### src/hdl/pafc_pkg.sv
// Shared types and constants for the phase-angle firing controller.
package pafc_pkg;

  localparam int unsigned PAddrW = 4;
  localparam int unsigned PDataW = 32;

  localparam logic [1:0] RegDebounce = 2'd0;
  localparam logic [1:0] RegHalfPeriod = 2'd1;
  localparam logic [1:0] RegPulse = 2'd2;

  localparam logic [9:0] DebounceReset = 10'd250;
  localparam logic [7:0] HalfPeriodReset = 8'd10;
  localparam logic [4:0] PulseReset = 5'd1;

  localparam logic [9:0] ElapsedMax = 10'd1023;
  localparam logic [3:0] LetterL = 4'd10;
  localparam int unsigned DigitStep = 410;
  localparam int unsigned DigitCount = 9;

  localparam logic [6:0] SegTable [16] = '{
    7'h3F, 7'h06, 7'h5B, 7'h4F, 7'h66, 7'h6D, 7'h7D, 7'h07,
    7'h7F, 7'h6F, 7'h38, 7'h00, 7'h00, 7'h00, 7'h00, 7'h00
  };

  typedef struct packed {
    logic [9:0] debounce_ticks;
    logic [7:0] half_period_ticks;
    logic [4:0] pulse_ticks;
  } cfg_t;

  typedef struct packed {
    logic        button_pressed;
    logic [11:0] adc_sample;
  } in_t;

  typedef struct packed {
    logic       grid_level;
    logic       fire_pulse;
    logic [6:0] segments;
    logic       armed_flag;
  } out_t;

endpackage

### src/hdl/phase_angle_firing_controller_core.sv
// Top level of the phase-angle firing controller with its tick pipeline.
//
// Each input transaction is one millisecond tick carrying the button level
// and a 12-bit potentiometer sample; each tick yields exactly one result
// transaction with the grid level, firing pulse, display segments and the
// armed flag. Both channels use valid and stall.
// An accepted tick sits in the input register and is processed once the result
// register is free, and its result is then held in the result register.
// One tick is accepted every cycle while the receiver does not stall; the
// state update (arm flag, phase counter, latched delay) sets this rate.
// While the receiver stalls, the result holds and one further tick may be
// taken into the input register before the input side stalls in turn.
// Reset clears the pipeline, leaves the block locked with phase zero and
// the display showing L, and restores the default configuration.
// Configuration is written through the APB port; the user must write it only while no tick is in flight (not enforced).
module phase_angle_firing_controller_core (
  input  logic                         clk_i,
  input  logic                         rst_ni,
  input  logic                         psel,
  input  logic                         penable,
  input  logic                         pwrite,
  input  logic [pafc_pkg::PAddrW-1:0]  paddr,
  input  logic [pafc_pkg::PDataW-1:0]  pwdata,
  output logic [pafc_pkg::PDataW-1:0]  prdata,
  output logic                         pready,
  input  logic                         in_valid_i,
  output logic                         in_stall_o,
  input  pafc_pkg::in_t                in_data_i,
  output logic                         out_valid_o,
  input  logic                         out_stall_i,
  output pafc_pkg::out_t               out_data_o
);
  import pafc_pkg::*;

  cfg_t       cfg;
  in_t        stage_q;
  logic       stage_valid_q;
  out_t       out_q;
  out_t       out_d;
  logic       out_valid_q;
  logic       out_free;
  logic       step;
  logic       accept;

  logic       armed_q, armed_d;
  logic [9:0] since_q, since_d;
  logic [8:0] phase_q, phase_d;
  logic [7:0] delay_q, delay_d;
  logic [3:0] digit_q, digit_d;

  logic [7:0] calc_delay;
  logic [3:0] calc_digit;
  logic [9:0] since_inc;
  logic       phase_zero;
  logic       toggle;
  logic [7:0] eff_delay;
  logic [9:0] phase_inc;
  logic [9:0] fire_end;
  logic       grid;
  logic       fire;

  pafc_regs u_regs (
    .clk_i   (clk_i),
    .rst_ni  (rst_ni),
    .psel    (psel),
    .penable (penable),
    .pwrite  (pwrite),
    .paddr   (paddr),
    .pwdata  (pwdata),
    .prdata  (prdata),
    .pready  (pready),
    .cfg_o   (cfg)
  );

  pafc_calc u_calc (
    .sample_i (stage_q.adc_sample),
    .half_i   (cfg.half_period_ticks),
    .width_i  (cfg.pulse_ticks),
    .delay_o  (calc_delay),
    .digit_o  (calc_digit)
  );

  assign out_free    = !out_valid_q || !out_stall_i;
  assign step        = stage_valid_q && out_free;
  assign in_stall_o  = stage_valid_q && !out_free;
  assign accept      = in_valid_i && !in_stall_o;
  assign out_valid_o = out_valid_q;
  assign out_data_o  = out_q;

  always_comb begin
    since_inc  = (since_q == ElapsedMax) ? since_q : since_q + 10'd1;
    phase_zero = (phase_q == 9'd0);
    toggle     = phase_zero && stage_q.button_pressed &&
                 (since_inc > cfg.debounce_ticks);
    armed_d    = armed_q ^ toggle;
    since_d    = toggle ? 10'd0 : since_inc;
    eff_delay  = phase_zero ? calc_delay : delay_q;
    phase_inc  = {1'b0, phase_q} + 10'd1;
    fire_end   = {2'd0, eff_delay} + {5'd0, cfg.pulse_ticks};
    grid       = 1'b0;
    fire       = 1'b0;
    delay_d    = delay_q;
    digit_d    = digit_q;
    phase_d    = 9'd0;
    if (!armed_d) begin
      digit_d = LetterL;
    end else begin
      if (phase_zero) begin
        delay_d = calc_delay;
        digit_d = calc_digit;
      end
      grid = (phase_q < {1'b0, cfg.half_period_ticks});
      fire = grid && ({1'b0, phase_q} >= {2'd0, eff_delay}) &&
             ({1'b0, phase_q} < fire_end);
      if (phase_inc >= {1'b0, cfg.half_period_ticks, 1'b0}) begin
        phase_d = 9'd0;
      end else begin
        phase_d = phase_inc[8:0];
      end
    end
    out_d.grid_level = grid;
    out_d.fire_pulse = fire;
    out_d.segments   = SegTable[digit_d];
    out_d.armed_flag = armed_d;
  end

  always_ff @(posedge clk_i or negedge rst_ni) begin
    if (!rst_ni) begin
      stage_valid_q <= 1'b0;
      out_valid_q   <= 1'b0;
      armed_q       <= 1'b0;
      since_q       <= 10'd0;
      phase_q       <= 9'd0;
      delay_q       <= 8'd0;
      digit_q       <= LetterL;
    end else begin
      stage_valid_q <= accept || (stage_valid_q && !step);
      out_valid_q   <= step || (out_valid_q && out_stall_i);
      if (step) begin
        armed_q <= armed_d;
        since_q <= since_d;
        phase_q <= phase_d;
        delay_q <= delay_d;
        digit_q <= digit_d;
      end
    end
  end

  always_ff @(posedge clk_i) begin
    if (accept) begin
      stage_q <= in_data_i;
    end
    if (step) begin
      out_q <= out_d;
    end
  end

  a_locked_phase_zero: assert property (
    @(posedge clk_i) disable iff (!rst_ni) !armed_q |-> phase_q == 9'd0
  ) else $error("phase counter runs while locked");

  a_locked_outputs: assert property (
    @(posedge clk_i) disable iff (!rst_ni)
    (out_valid_q && !out_q.armed_flag) |->
      (!out_q.grid_level && !out_q.fire_pulse && out_q.segments == SegTable[LetterL])
  ) else $error("locked result shows activity");

  a_fire_in_first_half: assert property (
    @(posedge clk_i) disable iff (!rst_ni)
    (out_valid_q && out_q.fire_pulse) |-> out_q.grid_level
  ) else $error("firing pulse outside the first half");

  a_toggle_at_boundary: assert property (
    @(posedge clk_i) disable iff (!rst_ni)
    (armed_q != $past(armed_q)) |-> ($past(phase_q) == 9'd0 && since_q == 10'd0)
  ) else $error("arm flag toggled away from a cycle boundary");

endmodule

### src/hdl/pafc_regs.sv
// APB configuration registers: debounce, half period and pulse width.
module pafc_regs (
  input  logic                         clk_i,
  input  logic                         rst_ni,
  input  logic                         psel,
  input  logic                         penable,
  input  logic                         pwrite,
  input  logic [pafc_pkg::PAddrW-1:0]  paddr,
  input  logic [pafc_pkg::PDataW-1:0]  pwdata,
  output logic [pafc_pkg::PDataW-1:0]  prdata,
  output logic                         pready,
  output pafc_pkg::cfg_t               cfg_o
);
  import pafc_pkg::*;

  cfg_t       cfg_q;
  logic       wr_en;
  logic [1:0] reg_idx;

  assign pready  = 1'b1;
  assign reg_idx = paddr[3:2];
  assign wr_en   = psel && penable && pwrite;
  assign cfg_o   = cfg_q;

  always_ff @(posedge clk_i or negedge rst_ni) begin
    if (!rst_ni) begin
      cfg_q.debounce_ticks    <= DebounceReset;
      cfg_q.half_period_ticks <= HalfPeriodReset;
      cfg_q.pulse_ticks       <= PulseReset;
    end else if (wr_en) begin
      unique case (reg_idx)
        RegDebounce:   cfg_q.debounce_ticks    <= pwdata[9:0];
        RegHalfPeriod: cfg_q.half_period_ticks <= pwdata[7:0];
        RegPulse:      cfg_q.pulse_ticks       <= pwdata[4:0];
        default: ;
      endcase
    end
  end

  always_comb begin
    unique case (reg_idx)
      RegDebounce:   prdata = {22'd0, cfg_q.debounce_ticks};
      RegHalfPeriod: prdata = {24'd0, cfg_q.half_period_ticks};
      RegPulse:      prdata = {27'd0, cfg_q.pulse_ticks};
      default:       prdata = '0;
    endcase
  end

endmodule

### src/hdl/pafc_calc.sv
// Firing delay scaling and display digit derived from one potentiometer sample.
module pafc_calc (
  input  logic [11:0] sample_i,
  input  logic [7:0]  half_i,
  input  logic [4:0]  width_i,
  output logic [7:0]  delay_o,
  output logic [3:0]  digit_o
);
  import pafc_pkg::*;

  logic [19:0] prod;
  logic [20:0] quo_sum;
  logic [7:0]  quo;
  logic [7:0]  width_ext;
  logic [7:0]  limit;

  // Division by 4095: q = (x + (x >> 12) + 1) >> 12 is exact for this range.
  assign prod      = {8'd0, sample_i} * {12'd0, half_i};
  assign quo_sum   = {1'b0, prod} + {13'd0, prod[19:12]} + 21'd1;
  assign quo       = quo_sum[19:12];
  assign width_ext = {3'd0, width_i};
  assign limit     = (width_ext >= half_i) ? 8'd0 : half_i - width_ext;
  assign delay_o   = (quo > limit) ? limit : quo;

  always_comb begin
    digit_o = 4'd0;
    for (int k = 1; k <= DigitCount; k++) begin
      if (sample_i >= 12'(DigitStep * k)) begin
        digit_o = 4'(k);
      end
    end
  end

endmodule
### config.mk
export PLATFORM = sky130hd
export DESIGN_NAME = phase_angle_firing_controller_core
export DESIGN_NICKNAME = d
export VERILOG_FILES = /design/src/hdl/pafc_pkg.sv /design/src/hdl/phase_angle_firing_controller_core.sv /design/src/hdl/pafc_regs.sv /design/src/hdl/pafc_calc.sv
export SDC_FILE = /design/constraint.sdc
export NUM_CORES = 1
export LEC_CHECK = 0
export ABC_CLOCK_PERIOD_IN_PS = 15750
export BUFFER_PORTS_ARGS = -buffer_cell sky130_fd_sc_hd__buf_2
export CORE_ASPECT_RATIO = 1.2
export CORE_MARGIN = 4
export CORE_UTILIZATION = 31
export DETAILED_ROUTE_END_ITERATION = 6
export GPL_TIMING_DRIVEN = 1
export SETUP_SLACK_MARGIN = 0.4
export SYNTH_ARGS = -nofsm -noshare
export SYNTH_HDL_FRONTEND = slang
export SYNTH_SLANG_ARGS = --single-unit
### constraint.sdc
create_clock -name clk_i -period 15.75 [get_ports clk_i]
set_input_delay 3.15 -clock clk_i [delete_from_list [all_inputs] [get_ports clk_i]]
set_output_delay 3.15 -clock clk_i [all_outputs]
set_load 0.05 [all_outputs]
==> run_summary.xml, run 1 <==
<?xml version="1.0" encoding="UTF-8"?>
<metrics>
  <group name="synthesis">
    <metric name="seq_area_frac_synth" unit="">0.223</metric>
    <metric name="netlist_area" unit="µm²">9550</metric>
    <metric name="ys_top_cells_by_area" unit="">sky130_fd_sc_hd__ha_1 15%, sky130_fd_sc_hd__fa_1 13%, sky130_fd_sc_hd__dfrtp_1 12%</metric>
    <metric name="synth_seq_cells" unit="">80</metric>
    <metric name="ys.flop_type" unit="">sky130_fd_sc_hd__dfrtp_1</metric>
    <metric name="postSynthCellCount" unit="">1071</metric>
    <metric name="mean_cell_area_of_the_mapped_netlist" unit="µm²">8.92</metric>
    <metric name="ys_async_sr_fraction" unit="">0.713</metric>
    <metric name="synthTopCellsByCount" unit="">118 x sky130_fd_sc_hd__nand2_1, 116 x sky130_fd_sc_hd__inv_1, 115 x sky130_fd_sc_hd__ha_1</metric>
    <metric name="biggest_area_consumer_among_synthesized_cells" unit="">sky130_fd_sc_hd__ha_1</metric>
    <metric name="number_of_enable_flip_flop_cells_after_synthesis" unit="">23</metric>
    <metric name="synth_cell_types" unit="">72</metric>
    <metric name="yosys_warnings" unit="">0</metric>
    <metric name="fraction_of_synthesized_cell_area_taken_by_the_top_area_cell_type" unit="">0.151</metric>
    <metric name="synthMostInstantiatedCell" unit="">sky130_fd_sc_hd__nand2_1</metric>
  </group>
  <group name="cells_and_area">
    <metric name="share_of_the_core_filled_with_cells" unit="">0.340</metric>
    <metric name="insertedDiodeCount" unit="">0</metric>
    <metric name="final_layout_size_suffix_gt1_frac" unit="">0.119</metric>
    <metric name="flow.area_growth_from_synthesis" unit="%">8.57</metric>
    <metric name="fin_nets" unit="">1330</metric>
  </group>
  <group name="sta">
    <metric name="fin_crit" unit="ns">11.34</metric>
    <metric name="totalNegativeSetupSlack" unit="ns">0</metric>
    <metric name="tightest_slew" unit="ns">0.980</metric>
    <metric name="max_clock_freq" unit="MHz">88.2</metric>
    <metric name="slew_violations" unit="">0</metric>
    <metric name="setup_viol" unit="">0</metric>
    <metric name="grt_setup_unrepaired" unit="">no</metric>
    <metric name="final.setup_skew" unit="ns">0.00611</metric>
    <metric name="worst_case_headroom_to_the_max_slew_limit" unit="">0.345</metric>
    <metric name="hold_viol_final" unit="">0</metric>
    <metric name="finalCritPeriodShare" unit="">0.720</metric>
  </group>
  <group name="setup_path">
    <metric name="critPathCaptureType" unit="">flop</metric>
    <metric name="startpoint_type" unit="">flop</metric>
    <metric name="critPathMaxStageDelay" unit="ns">0.86</metric>
    <metric name="timing.critical_path.arrival" unit="ns">11.55</metric>
    <metric name="crit_type" unit="">reg2reg</metric>
    <metric name="timing.critical_path.slowest_stage_cell" unit="">sky130_fd_sc_hd__dfrtp_1</metric>
    <metric name="worstPathMaxFanout" unit="">18</metric>
    <metric name="critical_path_required" unit="ns">15.96</metric>
  </group>
  <group name="grt">
    <metric name="number_of_antenna_violations_at_the_first_check_in_global_routing" unit="">0</metric>
    <metric name="grt_first_pass_wirelength" unit="µm">37200</metric>
    <metric name="first_global_vias" unit="">7526</metric>
    <metric name="grt.total_usage" unit="">0.132</metric>
    <metric name="grt_start_max_net_pins" unit="">58</metric>
    <metric name="final_global_route_overflow_total" unit="">0</metric>
  </group>
  <group name="floorplanning">
    <metric name="initial_utilization" unit="">0.313</metric>
    <metric name="floorplan.core_area" unit="µm²">30500</metric>
    <metric name="die_area" unit="µm²">33700</metric>
    <metric name="num_rows" unit="">70</metric>
    <metric name="die_w" unit="µm">168</metric>
    <metric name="fp.dieH" unit="µm">200</metric>
    <metric name="num_io_pins" unit="">101</metric>
  </group>
  <group name="route">
    <metric name="post-route-drc-count" unit="">0</metric>
    <metric name="drt_pre_antenna_iters" unit="">5</metric>
    <metric name="viasPerCell" unit="">4.93</metric>
    <metric name="wl" unit="µm">21900</metric>
    <metric name="wire_per_inst" unit="µm">14.6</metric>
    <metric name="route.antenna.remaining_nets" unit="">0</metric>
    <metric name="drt_first_iter_violations" unit="">275</metric>
    <metric name="via_count" unit="">7385</metric>
  </group>
  <group name="cts">
    <metric name="max-clock-path-buffers" unit="">2</metric>
    <metric name="cts_hold_repair.buffers" unit="">0</metric>
    <metric name="clkSinkCount" unit="">80</metric>
    <metric name="clkSlewWorstSetupHoldPaths" unit="ns">0.07</metric>
    <metric name="cts.htree.levels" unit="">3</metric>
    <metric name="post_cts_resized" unit="">0</metric>
    <metric name="tritoncts_clock_tree" unit="">built</metric>
    <metric name="numCtsBuffers" unit="">9</metric>
    <metric name="worstSkewPairLatency" unit="ns">0.35</metric>
    <metric name="root_buffer" unit="">sky130_fd_sc_hd__clkbuf_16</metric>
    <metric name="cts.repair_timing.setup_buffer_count" unit="">0</metric>
  </group>
  <group name="placement">
    <metric name="gp_congestion" unit="">0.816</metric>
    <metric name="buffer_ports.inserted" unit="">53</metric>
    <metric name="hpwl" unit="µm">17200</metric>
  </group>
  <group name="flow_run">
    <metric name="cap_violations" unit="">0</metric>
  </group>
  <group name="worst_hold_path">
    <metric name="timing.hold.worst.class" unit="">reg2reg</metric>
  </group>
  <group name="outcome">
    <metric name="run_status" unit="">finished, final reports clean</metric>
  </group>
</metrics>
## cells by family after synthesis
| kind of cell | share of synthesized area |
|---|---|
| simple gates | 0.182 |
| mux | 0.0495 |
| buf+inv | 0.0803 |
| xor+xnor | 0.0470 |
| other cells | 0.000786 |
| fa+ha+maj | 0.281 |
| compound gates | 0.137 |
| flops | 0.223 |
## cell usage in the layout (no fill, tap or decap), drive strengths merged, types with 9 or more instances in the layout
cell type,n
o21ai,75
xnor2,33
dfstp,11
nand2b,17
xor2,12
conb,23
and2,76
a21oi,52
nand4,9
inv,121
fa,62
dfrtp,46
buf,55
ha,115
nand2,118
nor2b,10
and3,10
a21o,15
mux2,26
clkbuf,9
nand3,21
edfxtp,23
nor2,49
mux2i,16
## layout make-up
cell class              count  area, µm²
clock inverters             7       61.3
clock buffers               9        225
inverters                 117        439
flip-flops and latches     80       2130
fillers                  3202      20100
well taps                 396        495
repair buffers             55        280
multi-input cells         834       6740
## per-layer routing
layer / routed length (µm) / up-vias / track usage
met5: 0 / - / 0
met4: 367 / 0 / 0.0325
met3: 571 / 27 / 0.0138
met2: 11600 / 119 / 0.248
met1: 9340 / 3620 / 0.160
li1: - / 3619 / -
## registers in the layout, indices dropped and copies added, names as in the netlist, 4 cells and up
signal / cells
delay_q: 8
out_data_o: 10
u_regs.cfg_o: 23
phase_q: 9
since_q: 10
digit_q: 4
stage_q: 13
## through the flow
| step | hold WS (ns) | cell area (µm²) | setup slack [ns] | instances |
|---|---|---|---|---|
| 2_1_floorplan | 0.442 | 9630 | 5.75 | 1092 |
| 3_3_place_gp | 0.455 | 10100 | 4.60 | 1482 |
| 3_5_place_dp | 0.464 | 10100 | 4.43 | 1482 |
| 4_1_cts | 0.479 | 10400 | 4.37 | 1498 |
| 5_1_grt | 0.521 | 10400 | 3.49 | 1498 |
| 6_report | 0.476 | 10400 | 4.41 | 1498 |
## worst max-delay path, delay by kind of cell, from the launching register on
kind,cells,cell delay [ns]
AOI/OAI and AO/OA,15,2.95
xor gates and xnor gates,2,0.58
buffers and inverters,4,0.29
DFF,1,0.86
and+or+nand+nor,15,2.03
muxes,2,0.40
adders and majority gates,10,4.05
## path summary, 6_finish.rpt
check	start	end	slack, ns	cells after the start
setup / recovery	u_regs.cfg_o[10]$_DFFE_PN0P_	out_data_o[8]$_SDFFCE_PN0P_	4.41	48
hold / removal	delay_q[7]$_DFFE_PN0P_	delay_q[7]$_DFFE_PN0P_	0.48	2
setup reg to reg	u_regs.cfg_o[10]$_DFFE_PN0P_	out_data_o[8]$_SDFFCE_PN0P_	4.41	48
hold reg to reg	delay_q[7]$_DFFE_PN0P_	delay_q[7]$_DFFE_PN0P_	0.48	2
max in group asynchronous	rst_ni	delay_q[2]$_DFFE_PN0P_	12.29	2
min in group asynchronous	rst_ni	since_q[4]$_DFFE_PN0P_	2.97	2
Power of run 1 is not shown: default switching activity piles up to over one toggle a cycle in this logic, so the estimate is an artifact.
==> run 2: changes to the inputs <==
--- a/config.mk
+++ b/config.mk
@@ -5,7 +5,7 @@
 export SDC_FILE = /design/constraint.sdc
 export NUM_CORES = 1
 export LEC_CHECK = 0
-export ABC_CLOCK_PERIOD_IN_PS = 15750
+export ABC_CLOCK_PERIOD_IN_PS = 9290
 export BUFFER_PORTS_ARGS = -buffer_cell sky130_fd_sc_hd__buf_2
 export CORE_ASPECT_RATIO = 1.2
 export CORE_MARGIN = 4
==> constraint.sdc (replaced) <==
create_clock -name clk_i -period 9.29 [get_ports clk_i]
set_input_delay 1.858 -clock clk_i [delete_from_list [all_inputs] [get_ports clk_i]]
set_output_delay 1.858 -clock clk_i [all_outputs]
set_load 0.05 [all_outputs]
==> run 2 against run 1 <==
The run now ends with setup timing left. Cell count rose by 9.2%. Sequential cell count did not move. Wire length rose by 8.6%. Highest routed layer is now met5. Design area rose by 14%. Critical path depth rose by 1. Hold slack barely moved.
==> run_summary.xml, run 2 (synthesis results as in run 1) <==
<?xml version="1.0" encoding="UTF-8"?>
<metrics>
  <group name="cells_and_area">
    <metric name="final_cell_mix" unit="">135 x sky130_fd_sc_hd__buf_4, 113 x sky130_fd_sc_hd__inv_1, 113 x sky130_fd_sc_hd__nand2_1</metric>
    <metric name="flow.area_growth_from_synthesis" unit="%">23.5</metric>
    <metric name="fin_nets" unit="">1468</metric>
    <metric name="insertedDiodeCount" unit="">0</metric>
    <metric name="largest_register_ffs" unit="">23</metric>
    <metric name="final_common_cell" unit="">sky130_fd_sc_hd__buf_4</metric>
    <metric name="share_of_the_core_filled_with_cells" unit="">0.387</metric>
    <metric name="final_layout_size_suffix_gt1_frac" unit="">0.268</metric>
  </group>
  <group name="setup_path">
    <metric name="critPathCaptureType" unit="">flop</metric>
    <metric name="timing.critical_path.arrival" unit="ns">9.93</metric>
    <metric name="worst-path-stages" unit="">49</metric>
    <metric name="worst-path-buf-inv" unit="">6</metric>
    <metric name="crit_type" unit="">reg2reg</metric>
    <metric name="startpoint_type" unit="">flop</metric>
    <metric name="worstPathMaxFanout" unit="">5</metric>
    <metric name="critPathTopFamily" unit="">adder cells</metric>
    <metric name="worst-r2r-setup-slack" unit="ns">-0.42</metric>
    <metric name="critical_path_required" unit="ns">9.51</metric>
    <metric name="ff2ff_path_depth" unit="">49</metric>
    <metric name="timing.critical_path.slowest_stage_cell" unit="">sky130_fd_sc_hd__fa_1</metric>
    <metric name="critPathMaxStageDelay" unit="ns">0.54</metric>
    <metric name="critical_path_most_common_cell" unit="">sky130_fd_sc_hd__fa_1</metric>
  </group>
  <group name="cts">
    <metric name="max-clock-path-buffers" unit="">2</metric>
    <metric name="tritoncts_clock_tree" unit="">built</metric>
    <metric name="root_buffer" unit="">sky130_fd_sc_hd__clkbuf_16</metric>
    <metric name="cts.htree.levels" unit="">3</metric>
    <metric name="clkSlewWorstSetupHoldPaths" unit="ns">0.07</metric>
    <metric name="numCtsBuffers" unit="">9</metric>
    <metric name="clkSinkCount" unit="">80</metric>
    <metric name="worstSkewPairLatency" unit="ns">0.36</metric>
    <metric name="cts_hold_repair.buffers" unit="">0</metric>
  </group>
  <group name="floorplanning">
    <metric name="die_area" unit="µm²">33700</metric>
    <metric name="die_w" unit="µm">168</metric>
    <metric name="num_io_pins" unit="">101</metric>
    <metric name="initial_utilization" unit="">0.313</metric>
    <metric name="floorplan.core_area" unit="µm²">30500</metric>
    <metric name="num_rows" unit="">70</metric>
    <metric name="fp.dieH" unit="µm">200</metric>
  </group>
  <group name="route">
    <metric name="drt_first_iter_violations" unit="">284</metric>
    <metric name="post-route-drc-count" unit="">0</metric>
    <metric name="viasPerCell" unit="">4.79</metric>
    <metric name="via_count" unit="">7836</metric>
    <metric name="wl" unit="µm">23700</metric>
    <metric name="wire_per_inst" unit="µm">14.5</metric>
    <metric name="route.antenna.remaining_nets" unit="">0</metric>
    <metric name="drt_pre_antenna_iters" unit="">5</metric>
  </group>
  <group name="placement">
    <metric name="gp_congestion" unit="">0.826</metric>
    <metric name="hpwl" unit="µm">19100</metric>
    <metric name="buffer_ports.inserted" unit="">53</metric>
  </group>
  <group name="sta">
    <metric name="finalCritPeriodShare" unit="">1.05</metric>
    <metric name="worst_case_headroom_to_the_max_slew_limit" unit="">0.455</metric>
    <metric name="slew_violations" unit="">0</metric>
    <metric name="setup_viol" unit="">1</metric>
    <metric name="tightest_slew" unit="ns">0.816</metric>
    <metric name="max_clock_freq" unit="MHz">103</metric>
    <metric name="grt_setup_unrepaired" unit="">yes</metric>
    <metric name="fin_crit" unit="ns">9.71</metric>
    <metric name="timing.final.ws_setup" unit="ns">-0.423</metric>
    <metric name="final.setup_skew" unit="ns">0.0152</metric>
    <metric name="hold_viol_final" unit="">0</metric>
  </group>
  <group name="outcome">
    <metric name="violations_in_the_final_reports" unit="">setup timing</metric>
    <metric name="run_status" unit="">complete, but fails checks</metric>
  </group>
  <group name="grt">
    <metric name="final_global_route_overflow_total" unit="">0</metric>
    <metric name="first_global_vias" unit="">8116</metric>
    <metric name="grt_start_max_net_pins" unit="">58</metric>
    <metric name="grt_first_pass_wirelength" unit="µm">39900</metric>
    <metric name="grt.total_usage" unit="">0.143</metric>
    <metric name="number_of_antenna_violations_at_the_first_check_in_global_routing" unit="">4</metric>
  </group>
  <group name="flow_run">
    <metric name="cap_violations" unit="">0</metric>
  </group>
  <group name="worst_hold_path">
    <metric name="hold_depth" unit="">2</metric>
    <metric name="timing.hold.worst.class" unit="">reg2reg</metric>
  </group>
</metrics>
run 2: worst register-to-register path, delay by kind of cell, from the launching register on:
family / cells / cell delay, ns
xor+xnor: 2 / 0.43
fa+ha+maj: 10 / 3.80
flops: 1 / 0.46
mux: 2 / 0.41
compound gates: 13 / 1.97
simple gates: 16 / 1.90
buf+inv: 6 / 0.58
run 2: routing by layer:
metal	share of wire	GRT usage
met4	0.019	0.0391
met3	0.027	0.0209
met5	0.0024	0
met2	0.52	0.259
met1	0.43	0.175
run 2: path summary, 6_finish.rpt:
check / from / end
worst max-delay path: stage_q[5]$_DFFE_PP_ / out_data_o[8]$_SDFFCE_PN0P_
worst min-delay path: delay_q[7]$_DFFE_PN0P_ / delay_q[7]$_DFFE_PN0P_
worst max register to register: stage_q[5]$_DFFE_PP_ / out_data_o[8]$_SDFFCE_PN0P_
worst min register to register: delay_q[7]$_DFFE_PN0P_ / delay_q[7]$_DFFE_PN0P_
max in group asynchronous: rst_ni / u_regs.cfg_o[11]$_DFFE_PN0P_
min in group asynchronous: rst_ni / delay_q[5]$_DFFE_PN0P_
run 2: cell type report:
type / instances / area (µm²)
sequential: 80 / 2140
timing repair buffer: 193 / 1340
clock buffer: 11 / 264
clock inverter: 5 / 45.0
fill: 3110 / 18700
inverter: 117 / 442
tap: 396 / 495
multi-input combinational: 834 / 7070
run 2: what timing repair did:
action | 4_1_cts | 5_1_grt
setup buffers | 20 | 9
endpoints found under the setup margin | 1 | 1
pin swaps | 25 | 20
gates resized for setup | 26 | 22
run 2: through the flow:
step / instance area, µm² / TNS, ns / worst slack, ns / instances / hold slack, ns
2_1_floorplan: 9950 / -0.0523 / -0.0523 / 1092 / 0.442
6_report: 11800 / -0.423 / -0.423 / 1636 / 0.476
5_1_grt: 11800 / -0.985 / -0.985 / 1636 / 0.512
4_1_cts: 11600 / -0.369 / -0.369 / 1627 / 0.484
3_5_place_dp: 11100 / -0.501 / -0.501 / 1591 / 0.469
3_3_place_gp: 11100 / -0.434 / -0.434 / 1591 / 0.462
Power of run 2 is left out for the same reason.
